File: src/rtl/itdf_pkg.sv
// shared types, constants and arithmetic helpers for the transposed df2 iir filter
// no dependencies; used by the sequencer, datapath and top level
`timescale 1ns / 1ps
`default_nettype none

package itdf_pkg;

   // filter order, 1 or 2
   localparam int ORDER = 2;

   localparam int SAMPLE_W = 16;
   localparam int COEF_W   = 16;
   localparam int PROD_W   = SAMPLE_W + COEF_W;
   localparam int Z_W      = 40;
   localparam int ACC_W    = Z_W + 2;
   localparam int FRAC_SH  = 14;
   localparam int INDEX_W  = 3;
   localparam int PC_W     = 3;

   // last microprogram step for the chosen order
   localparam logic [PC_W-1:0] LAST_PC = (ORDER == 1) ? PC_W'(4) : PC_W'(5);

   typedef enum logic [INDEX_W-1:0] {
      REG_B0 = 3'd0,
      REG_B1 = 3'd1,
      REG_B2 = 3'd2,
      REG_A1 = 3'd3,
      REG_A2 = 3'd4
   } reg_index_type;

   typedef struct packed {
      logic signed [COEF_W-1:0] b0;
      logic signed [COEF_W-1:0] b1;
      logic signed [COEF_W-1:0] b2;
      logic signed [COEF_W-1:0] a1;
      logic signed [COEF_W-1:0] a2;
   } coef_type;

   typedef enum logic [2:0] {
      CSEL_B0 = 3'd0,
      CSEL_B1 = 3'd1,
      CSEL_B2 = 3'd2,
      CSEL_A1 = 3'd3,
      CSEL_A2 = 3'd4
   } coef_sel_type;

   typedef enum logic [1:0] {
      OPND_X_BUF  = 2'd0,
      OPND_X_WORK = 2'd1,
      OPND_YS     = 2'd2
   } opnd_sel_type;

   typedef enum logic [1:0] {
      ACC_HOLD    = 2'd0,
      ACC_Z0_PROD = 2'd1,
      ACC_Z1_PROD = 2'd2,
      ACC_PROD    = 2'd3
   } acc_op_type;

   typedef enum logic {
      Z0_HOLD     = 1'b0,
      Z0_SAT_DIFF = 1'b1
   } z0_op_type;

   typedef enum logic [1:0] {
      Z1_HOLD     = 2'd0,
      Z1_PROD     = 2'd1,
      Z1_SAT_DIFF = 2'd2,
      Z1_CLEAR    = 2'd3
   } z1_op_type;

   typedef enum logic [1:0] {
      COND_NONE = 2'd0,
      COND_IN   = 2'd1,
      COND_OUT  = 2'd2
   } cond_type;

   // one microcode word
   typedef struct packed {
      cond_type     cond;      // step waits on this condition
      logic         take_x;    // move buffered sample into the working register
      logic         mul_en;
      coef_sel_type coef_sel;
      opnd_sel_type opnd_sel;
      acc_op_type   acc_op;
      logic         ys_load;
      z0_op_type    z0_op;
      z1_op_type    z1_op;
      logic         push;      // hand ys to the output register
      logic         last;      // wrap to step 0
   } ctrl_word_type;

   // round half up by 14 bits, saturate to a 16-bit sample
   function automatic logic signed [SAMPLE_W-1:0] round_sat(input logic signed [ACC_W-1:0] v);
      logic signed [ACC_W:0]         t;
      logic signed [ACC_W-FRAC_SH:0] q;
      t = (ACC_W+1)'(v) + (ACC_W+1)'(1 <<< (FRAC_SH - 1));
      q = t[ACC_W:FRAC_SH];
      if (q > (ACC_W-FRAC_SH+1)'((1 <<< (SAMPLE_W - 1)) - 1)) begin
         round_sat = {1'b0, {(SAMPLE_W-1){1'b1}}};
      end else if (q < -(ACC_W-FRAC_SH+1)'(1 <<< (SAMPLE_W - 1))) begin
         round_sat = {1'b1, {(SAMPLE_W-1){1'b0}}};
      end else begin
         round_sat = q[SAMPLE_W-1:0];
      end
   endfunction

   // saturate to the signed delay register range
   function automatic logic signed [Z_W-1:0] sat_z(input logic signed [ACC_W-1:0] v);
      logic signed [ACC_W-1:0] zmax;
      logic signed [ACC_W-1:0] zmin;
      zmax = ACC_W'($signed({1'b0, {(Z_W-1){1'b1}}}));
      zmin = ACC_W'($signed({1'b1, {(Z_W-1){1'b0}}}));
      if (v > zmax) begin
         sat_z = {1'b0, {(Z_W-1){1'b1}}};
      end else if (v < zmin) begin
         sat_z = {1'b1, {(Z_W-1){1'b0}}};
      end else begin
         sat_z = v[Z_W-1:0];
      end
   endfunction

endpackage

`default_nettype wire

File: src/rtl/itdf_sequencer.sv
// microcode sequencer: step counter, control store and wait conditions
// depends on itdf_pkg
`timescale 1ns / 1ps
`default_nettype none

module itdf_sequencer (
   input  wire                    clock,
   input  wire                    reset,
   input  wire                    x_full,    // a sample waits in the input buffer
   input  wire                    out_free,  // output register can take a result
   output itdf_pkg::ctrl_word_type ctrl,
   output logic                   step_go
);

   logic [itdf_pkg::PC_W-1:0] pc_ff;
   logic [itdf_pkg::PC_W-1:0] pc_in;

   // control store
   function automatic itdf_pkg::ctrl_word_type ucode(input logic [itdf_pkg::PC_W-1:0] pc);
      itdf_pkg::ctrl_word_type w;
      w = '0;
      case (pc)
         3'd0: begin
            w.cond     = itdf_pkg::COND_IN;
            w.take_x   = 1'b1;
            w.mul_en   = 1'b1;
            w.coef_sel = itdf_pkg::CSEL_B0;
            w.opnd_sel = itdf_pkg::OPND_X_BUF;
         end
         3'd1: begin
            w.acc_op   = itdf_pkg::ACC_Z0_PROD;
            w.mul_en   = 1'b1;
            w.coef_sel = itdf_pkg::CSEL_B1;
            w.opnd_sel = itdf_pkg::OPND_X_WORK;
         end
         3'd2: begin
            w.ys_load = 1'b1;
            if (itdf_pkg::ORDER == 1) begin
               w.acc_op = itdf_pkg::ACC_PROD;
            end else begin
               w.acc_op   = itdf_pkg::ACC_Z1_PROD;
               w.mul_en   = 1'b1;
               w.coef_sel = itdf_pkg::CSEL_B2;
               w.opnd_sel = itdf_pkg::OPND_X_WORK;
            end
         end
         3'd3: begin
            w.cond     = itdf_pkg::COND_OUT;
            w.push     = 1'b1;
            w.mul_en   = 1'b1;
            w.coef_sel = itdf_pkg::CSEL_A1;
            w.opnd_sel = itdf_pkg::OPND_YS;
            if (itdf_pkg::ORDER != 1) begin
               w.z1_op = itdf_pkg::Z1_PROD;
            end
         end
         3'd4: begin
            w.z0_op = itdf_pkg::Z0_SAT_DIFF;
            if (itdf_pkg::ORDER == 1) begin
               w.z1_op = itdf_pkg::Z1_CLEAR;
               w.last  = 1'b1;
            end else begin
               w.mul_en   = 1'b1;
               w.coef_sel = itdf_pkg::CSEL_A2;
               w.opnd_sel = itdf_pkg::OPND_YS;
            end
         end
         3'd5: begin
            w.z1_op = itdf_pkg::Z1_SAT_DIFF;
            w.last  = 1'b1;
         end
         default: begin
            w.last = 1'b1;
         end
      endcase
      return w;
   endfunction

   always_comb begin
      ctrl = ucode(pc_ff);
      case (ctrl.cond)
         itdf_pkg::COND_IN:  step_go = x_full;
         itdf_pkg::COND_OUT: step_go = out_free;
         default:            step_go = 1'b1;
      endcase
      if (!step_go) begin
         pc_in = pc_ff;
      end else if (ctrl.last) begin
         pc_in = '0;
      end else begin
         pc_in = pc_ff + 1'b1;
      end
   end

   always_ff @(posedge clock) begin
      if (reset) begin
         pc_ff <= '0;
      end else begin
         pc_ff <= pc_in;
      end
   end

`ifndef SYNTHESIS
   a_pc_in_program: assert property (@(posedge clock) disable iff (reset)
      pc_ff <= itdf_pkg::LAST_PC)
      else $error("step counter left the program");
   a_wrap_on_last: assert property (@(posedge clock) disable iff (reset)
      ctrl.last && step_go |=> pc_ff == '0)
      else $error("sequencer did not wrap after the last step");
`endif

endmodule

`default_nettype wire

File: src/rtl/itdf_datapath.sv
// datapath: shared 16x16 multiplier, accumulator, output rounding and delay registers
// depends on itdf_pkg; driven by the sequencer control word
`timescale 1ns / 1ps
`default_nettype none

module itdf_datapath (
   input  wire                                      clock,
   input  wire                                      reset,
   input  itdf_pkg::ctrl_word_type                  ctrl,
   input  wire                                      step_go,
   input  itdf_pkg::coef_type                       coef,
   input  wire signed [itdf_pkg::SAMPLE_W-1:0]      x_buf,
   output logic signed [itdf_pkg::SAMPLE_W-1:0]     ys
);

   logic signed [itdf_pkg::SAMPLE_W-1:0] x_work_ff, x_work_in;
   logic signed [itdf_pkg::PROD_W-1:0]   prod_ff, prod_in;
   logic signed [itdf_pkg::ACC_W-1:0]    acc_ff, acc_in;
   logic signed [itdf_pkg::SAMPLE_W-1:0] ys_ff, ys_in;
   logic signed [itdf_pkg::Z_W-1:0]      z0_ff, z0_in;
   logic signed [itdf_pkg::Z_W-1:0]      z1_ff, z1_in;
   logic signed [itdf_pkg::COEF_W-1:0]   mul_coef;
   logic signed [itdf_pkg::SAMPLE_W-1:0] mul_opnd;
   logic signed [itdf_pkg::ACC_W-1:0]    prod_ext;

   assign ys       = ys_ff;
   assign prod_ext = itdf_pkg::ACC_W'(prod_ff);

   always_comb begin
      case (ctrl.coef_sel)
         itdf_pkg::CSEL_B0: mul_coef = coef.b0;
         itdf_pkg::CSEL_B1: mul_coef = coef.b1;
         itdf_pkg::CSEL_B2: mul_coef = coef.b2;
         itdf_pkg::CSEL_A1: mul_coef = coef.a1;
         itdf_pkg::CSEL_A2: mul_coef = coef.a2;
         default:           mul_coef = coef.b0;
      endcase
      case (ctrl.opnd_sel)
         itdf_pkg::OPND_X_BUF:  mul_opnd = x_buf;
         itdf_pkg::OPND_X_WORK: mul_opnd = x_work_ff;
         itdf_pkg::OPND_YS:     mul_opnd = ys_ff;
         default:               mul_opnd = x_work_ff;
      endcase

      x_work_in = x_work_ff;
      prod_in   = prod_ff;
      acc_in    = acc_ff;
      ys_in     = ys_ff;
      z0_in     = z0_ff;
      z1_in     = z1_ff;

      if (step_go) begin
         if (ctrl.take_x) begin
            x_work_in = x_buf;
         end
         if (ctrl.mul_en) begin
            prod_in = mul_coef * mul_opnd;
         end
         case (ctrl.acc_op)
            itdf_pkg::ACC_Z0_PROD: acc_in = itdf_pkg::ACC_W'(z0_ff) + prod_ext;
            itdf_pkg::ACC_Z1_PROD: acc_in = itdf_pkg::ACC_W'(z1_ff) + prod_ext;
            itdf_pkg::ACC_PROD:    acc_in = prod_ext;
            default:               acc_in = acc_ff;
         endcase
         if (ctrl.ys_load) begin
            ys_in = itdf_pkg::round_sat(acc_ff);
         end
         if (ctrl.z0_op == itdf_pkg::Z0_SAT_DIFF) begin
            z0_in = itdf_pkg::sat_z(acc_ff - prod_ext);
         end
         case (ctrl.z1_op)
            itdf_pkg::Z1_PROD:     z1_in = itdf_pkg::Z_W'(prod_ff);
            itdf_pkg::Z1_SAT_DIFF: z1_in = itdf_pkg::sat_z(itdf_pkg::ACC_W'(z1_ff) - prod_ext);
            itdf_pkg::Z1_CLEAR:    z1_in = '0;
            default:               z1_in = z1_ff;
         endcase
      end
   end

   // working registers carry no reset
   always_ff @(posedge clock) begin
      x_work_ff <= x_work_in;
      prod_ff   <= prod_in;
      acc_ff    <= acc_in;
      ys_ff     <= ys_in;
   end

   // filter state
   always_ff @(posedge clock) begin
      if (reset) begin
         z0_ff <= '0;
         z1_ff <= '0;
      end else begin
         z0_ff <= z0_in;
         z1_ff <= z1_in;
      end
   end

endmodule

`default_nettype wire

File: src/rtl/iir_transposed_df2_filter_unit.sv
// top level of the transposed direct form ii iir filter (order 1 or 2)
// depends on itdf_pkg, itdf_sequencer and itdf_datapath
`timescale 1ns / 1ps
`default_nettype none

// channel  | direction | handshake             | payload
// ---------+-----------+-----------------------+---------------------------------
// req      | in        | req_tvalid/req_tready | req_tdata: sample_in, q1.15
// rsp      | out       | rsp_tvalid/rsp_tready | rsp_tdata: sample_out, q1.15
// csr      | in        | csr_valid/csr_ready   | csr_index, csr_data: q2.14 coef
//
// each sample is worked through the one shared 16x16 multiplier, which the
// microprogram walks through b0, b1, a1 and, at order 2 only, b2 and a2
// the result beat is loaded into the output register at step 3 of the program
// a one-deep input buffer takes the next beat while the current sample is worked
// the program holds at step 3 while an earlier result still waits on rsp_tready
// reset is synchronous; coefficients and delay state reset at once

module iir_transposed_df2_filter_unit (
   input  wire                                  clock,
   input  wire                                  reset,
   // input samples
   input  wire                                  req_tvalid,
   output logic                                 req_tready,
   input  wire  [itdf_pkg::SAMPLE_W-1:0]        req_tdata,   // [15:0] sample_in
   // filtered samples
   output logic                                 rsp_tvalid,
   input  wire                                  rsp_tready,
   output logic [itdf_pkg::SAMPLE_W-1:0]        rsp_tdata,   // [15:0] sample_out
   // coefficient writes
   input  wire                                  csr_valid,
   output logic                                 csr_ready,
   input  wire  [itdf_pkg::INDEX_W-1:0]         csr_index,
   input  wire  [itdf_pkg::COEF_W-1:0]          csr_data
);

   // coefficient registers
   itdf_pkg::coef_type coef_ff, coef_in;

   // input buffer
   logic signed [itdf_pkg::SAMPLE_W-1:0] x_buf_ff, x_buf_in;
   logic                                 x_full_ff, x_full_in;

   // output register
   logic                                 rsp_valid_ff, rsp_valid_in;
   logic [itdf_pkg::SAMPLE_W-1:0]        rsp_data_ff, rsp_data_in;

   itdf_pkg::ctrl_word_type              ctrl;
   logic                                 step_go;
   logic                                 out_free;
   logic signed [itdf_pkg::SAMPLE_W-1:0] ys;
   logic                                 req_beat;

   assign req_tready = !x_full_ff;
   assign req_beat   = req_tvalid && req_tready;
   assign csr_ready  = 1'b1;
   assign rsp_tvalid = rsp_valid_ff;
   assign rsp_tdata  = rsp_data_ff;
   // the output register frees up in the same cycle its beat is taken
   assign out_free   = !rsp_valid_ff || rsp_tready;

   always_comb begin
      coef_in = coef_ff;
      if (csr_valid && csr_ready) begin
         case (csr_index)
            itdf_pkg::REG_B0: coef_in.b0 = csr_data;
            itdf_pkg::REG_B1: coef_in.b1 = csr_data;
            itdf_pkg::REG_B2: coef_in.b2 = csr_data;
            itdf_pkg::REG_A1: coef_in.a1 = csr_data;
            itdf_pkg::REG_A2: coef_in.a2 = csr_data;
            default:          coef_in = coef_ff;  // writes past the list are dropped
         endcase
      end

      x_buf_in  = x_buf_ff;
      x_full_in = x_full_ff;
      if (req_beat) begin
         x_buf_in  = req_tdata;
         x_full_in = 1'b1;
      end else if (ctrl.take_x && step_go) begin
         x_full_in = 1'b0;
      end

      rsp_data_in  = rsp_data_ff;
      rsp_valid_in = rsp_valid_ff;
      if (ctrl.push && step_go) begin
         rsp_data_in  = ys;
         rsp_valid_in = 1'b1;
      end else if (rsp_tready) begin
         rsp_valid_in = 1'b0;
      end
   end

   always_ff @(posedge clock) begin
      if (reset) begin
         coef_ff.b0   <= 16'sd16384;  // unity gain passthrough
         coef_ff.b1   <= '0;
         coef_ff.b2   <= '0;
         coef_ff.a1   <= '0;
         coef_ff.a2   <= '0;
         x_full_ff    <= 1'b0;
         rsp_valid_ff <= 1'b0;
      end else begin
         coef_ff      <= coef_in;
         x_full_ff    <= x_full_in;
         rsp_valid_ff <= rsp_valid_in;
      end
   end

   always_ff @(posedge clock) begin
      x_buf_ff    <= x_buf_in;
      rsp_data_ff <= rsp_data_in;
   end

   itdf_sequencer u_sequencer (
      .clock    (clock),
      .reset    (reset),
      .x_full   (x_full_ff),
      .out_free (out_free),
      .ctrl     (ctrl),
      .step_go  (step_go)
   );

   itdf_datapath u_datapath (
      .clock   (clock),
      .reset   (reset),
      .ctrl    (ctrl),
      .step_go (step_go),
      .coef    (coef_ff),
      .x_buf   (x_buf_ff),
      .ys      (ys)
   );

`ifndef SYNTHESIS
   a_take_needs_sample: assert property (@(posedge clock) disable iff (reset)
      ctrl.take_x && step_go |-> x_full_ff)
      else $error("program consumed an empty input buffer");
   a_push_needs_room: assert property (@(posedge clock) disable iff (reset)
      ctrl.push && step_go |-> !rsp_valid_ff || rsp_tready)
      else $error("result overwrote a beat not yet taken");
   a_rsp_from_push: assert property (@(posedge clock) disable iff (reset)
      $rose(rsp_valid_ff) |-> $past(ctrl.push && step_go))
      else $error("result beat appeared without a push step");
`endif

endmodule

`default_nettype wire

File: config.mk
export PLATFORM = sky130hd
export DESIGN_NAME = iir_transposed_df2_filter_unit
export DESIGN_NICKNAME = d
export VERILOG_FILES = /design/src/rtl/itdf_pkg.sv /design/src/rtl/itdf_sequencer.sv /design/src/rtl/itdf_datapath.sv /design/src/rtl/iir_transposed_df2_filter_unit.sv
export SDC_FILE = /design/constraint.sdc
export NUM_CORES = 2
export LEC_CHECK = 0
export ABC_AREA = 1
export BUFFER_PORTS_ARGS = -buffer_cell sky130_fd_sc_hd__buf_4
export CORE_MARGIN = 4
export CORE_UTILIZATION = 42
export CTS_CLUSTER_DIAMETER = 120
export DETAILED_ROUTE_END_ITERATION = 8
export GPL_TIMING_DRIVEN = 0
export PLACE_DENSITY = 0.58
export SETUP_SLACK_MARGIN = 0.15
export SLEW_MARGIN = 20
export SYNTH_ARGS = -nofsm -noshare
export SYNTH_HDL_FRONTEND = slang
export SYNTH_SLANG_ARGS = --single-unit
File: constraint.sdc
create_clock -name clock -period 10.1 [get_ports clock]
set_clock_uncertainty 0.1 [all_clocks]
set_input_delay 1.515 -clock clock [delete_from_list [all_inputs] [get_ports clock]]
set_output_delay 1.515 -clock clock [all_outputs]
set_load 0.005 [all_outputs]
==> run_results.csv <==
group,metric,value,unit
layout,mostFrequentLayoutCells,"nand2_1, inv_1, nor2_1",
logic_synthesis,synth_top_area_cell,"fa_1",
drt,number_of_remaining_drc_errors,0,
layout,num-nets-final,4897,
setup_path,r2r_setup_slack,1050,ps
clock_tree,ctsHoldBuffers,0,
clock_tree,ctsResizeCount,0,
logic_synthesis,synthesis.area_per_instance,7.40,um2
run,drv.max_cap_violation_count,0,
sta,finalHoldViolCount,0,
floorplan,die_x,283,um
sta,count_of_final_setup_violators,0,
clock_tree,post-cts-setup-buffers,0,
logic_synthesis,synth.top_cells.by_area,"fa_1, edfxtp_1, nand2_1",
logic_synthesis,synth-main-ff-cell,"dfxtp_1",
layout,drive_above_1_share,0.0780,
grt,grt.total_usage,0.265,
layout,layout_commonest_cell,"nand2_1",
floorplan,die_h,283,um
setup_path,setup.worst_path.end_class,"flip-flop",
layout,nFillCells,7831,
clock_tree,cts_root_buffer,"clkbuf_16",
logic_synthesis,post_synth_num_cell_types,62,
floorplan,placementRows,100,
drt,routed-via-count,28200,
setup_path,cell_with_the_most_instances_on_the_worst_path,"fa_1",
sta,fin_setup_tns,0,ps
floorplan,top_level_ports,59,
drt,route.final.wire_length,106000,um
drt,post_drt_wl_per_cell,19.6,um
grt,grt_overflow_total,0,
sta,rsz_0062_raised_after_global_routing,"false",
sta,final_min_period_over_clock_period,0.896,
run_status,outcome,"finished, final reports clean",
sta,finalMaxSlewViolations,0,
clock_tree,clock-sinks,302,
logic_synthesis,synthCells,4280,
grt,grt_max_degree,27,
grt,number_of_global_route_vias_before_repair,27900,
floorplan,floorplan.die_area,79800,um2
layout,post-route-cell-area,34700,um2
floorplan,area_of_the_core,74600,um2
layout,seqCellArea,7420,um2
setup_path,slowest_delay,980,ps
clock_tree,htreeDepth,2,
layout,multi_input_comb_area,20900,um2
layout,syn_to_final_growth,9.52,%
setup_path,critical_path.reg2reg.endpoint,"u_datapath.prod_ff[28]",
clock_tree,cts.path.max_buffers,3,
clock_tree,cts-buffers-inserted,37,
logic_synthesis,synth.yosys.seq_area_share,0.234,
drt,firstDrtPassIters,6,
logic_synthesis,top_cell_type_s_share_of_synthesized_area,0.168,
sta,actual_transition_at_the_worst_max_transition_pin,1070,ps
grt,grt_first_pass_wirelength,162000,um
logic_synthesis,yosys_warnings,0,
logic_synthesis,ys_ff_latch,302,
clock_tree,clk_latency,580,ps
clock_tree,clkTransAtPathRegs,60,ps
logic_synthesis,post_synth_instance_area,31700,um2
logic_synthesis,synth_edf_count,137,
setup_path,crit_path_top_delay_cell,"fa_1",
drt,viasPerCell,5.25,
sta,final_period_minus_worst_setup_slack,9050,ps
placed_design,place_hpwl,88600,um
setup_path,critical_path.reg2reg.startpoint,"u_sequencer.pc_ff[0]",
min_path,hold_removal_path_class,"reg2reg",
drt,dr.first_iter.drc_count,2213,
setup_path,worstRegToRegCells,28,
placed_design,placement.cell_area,33400,um2
placed_design,io_buffers,57,
setup_path,timing.critical_path.to,"u_datapath.prod_ff[28]",
placed_design,place_congestion,0.975,
setup_path,worstSetupStartpoint,"u_sequencer.pc_ff[0]",
floorplan,floorplan.initialDensity,0.424,
sta,achievable-frequency,0.111,GHz
grt,initial_antenna_violation_count,0,
drt,drtAntennaViolNets,0,
setup_path,critPathLaunchType,"flip-flop",
setup_path,timing.critical_path.required,10300,ps
clock_tree,cts_tree,"yes",
setup_path,critical_path.max_fanout,10,
logic_synthesis,syn-num-nets,4796,
setup_path,worstSetupPathType,"reg2reg",
sta,timing.slew.headroom,0.287,
setup_path,crit_arrival,9250,ps
logic_synthesis,async_set_reset_flop_share_out_of_synthesis,0,
sta,hold_slack_final,353,ps
==> cell type report <==
class,instances,share of cell area
inverter,757,0.0824
antenna,1,0.0000722
clock buffer,49,0.0289
tap,969,0.0350
clock inverter,17,0.00765
buffer,102,0.0148
sequential,302,0.214
multi-input combinational,3119,0.603
timing repair buffer,62,0.0144
==> sequential cells by signal, indices dropped and copies added, names as in the netlist <==
name / count
coef_ff: 80
rsp_tdata: 16
rsp_tvalid: 1
u_datapath.acc_ff: 41
u_datapath.prod_ff: 32
u_datapath.x_work_ff: 16
u_datapath.ys: 16
u_datapath.z0_ff: 40
u_datapath.z1_ff: 40
u_sequencer.pc_ff: 3
x_buf_ff: 16
x_full_ff: 1
==> Yosys cell counts, types with 15 or more instances <==
cell type / count
nand2_1: 882
inv_1: 731
nor2_1: 517
a21oi_1: 307
o21ai_0: 272
fa_1: 265
ha_1: 211
nand3_1: 187
dfxtp_1: 165
edfxtp_1: 137
xor2_1: 80
clkbuf_1: 54
mux2_2: 38
xnor2_1: 33
nor3_1: 30
o21bai_1: 29
nand4_1: 26
buf_2: 25
nand2_2: 24
or2_2: 22
a21oi_2: 21
a21o_1: 20
inv_2: 20
o2111ai_1: 16
a31oi_1: 15
nor2_2: 15
==> worst max-delay path: cells and delay by family (launching register included) <==
| family | cells | cell delay [ps] |
|---|---|---|
| fa+ha+maj | 9 | 4750 |
| simple gates | 7 | 1610 |
| compound gates | 5 | 1030 |
| buf+inv | 6 | 720 |
| flops | 1 | 430 |
| xor+xnor | 1 | 100 |
==> routing by layer <==
metal | GRT usage | up-vias | share of wire
met5 | 0 | - | 0
met4 | 0.102 | 0 | 0.044
met3 | 0.0239 | 192 | 0.048
met2 | 0.442 | 776 | 0.46
met1 | 0.361 | 13400 | 0.45
li1 | - | 13900 | -
==> worst min path at each step <==
stage / start / cells past startpoint / to
2_1_floorplan: u_datapath.ys[0] / 0 / rsp_tdata[0]
4_1_cts: x_buf_ff[4] / 0 / u_datapath.x_work_ff[4]
5_1_grt: x_buf_ff[3] / 0 / u_datapath.x_work_ff[3]
3_3_place_gp: x_buf_ff[7] / 0 / u_datapath.x_work_ff[7]
6_report: x_buf_ff[4] / 0 / u_datapath.x_work_ff[4]
3_5_place_dp: u_datapath.ys[13] / 0 / rsp_tdata[13]
==> cells by family (layout without fill, tap and decap cells) <==
kind of cell / count (synthesis) / in the layout / share of synthesized area
AOI/OAI and AO/OA: 748 / 748 / 0.135
xor gates and xnor gates: 113 / 113 / 0.0313
adders and majority gates: 476 / 476 / 0.251
buffers and inverters: 859 / 987 / 0.106
muxes: 38 / 38 / 0.0135
and+or+nand+nor: 1743 / 1743 / 0.228
DFF: 302 / 302 / 0.234
other: 1 / 2 / 0.000118
==> metrics by stage <==
stage | util | cells | setup slack [ps]
floorplan | - | 4280 | 2870
global placement | 0.446 | 5306 | 993
detailed placement | 0.448 | 5310 | 956
CTS | 0.465 | 5376 | 935
global route | 0.465 | 5377 | 551
finish | 0.465 | 5378 | 1050
Power is not shown: default switching activity piles up to over one toggle a cycle in this logic, so the estimate is an artifact.
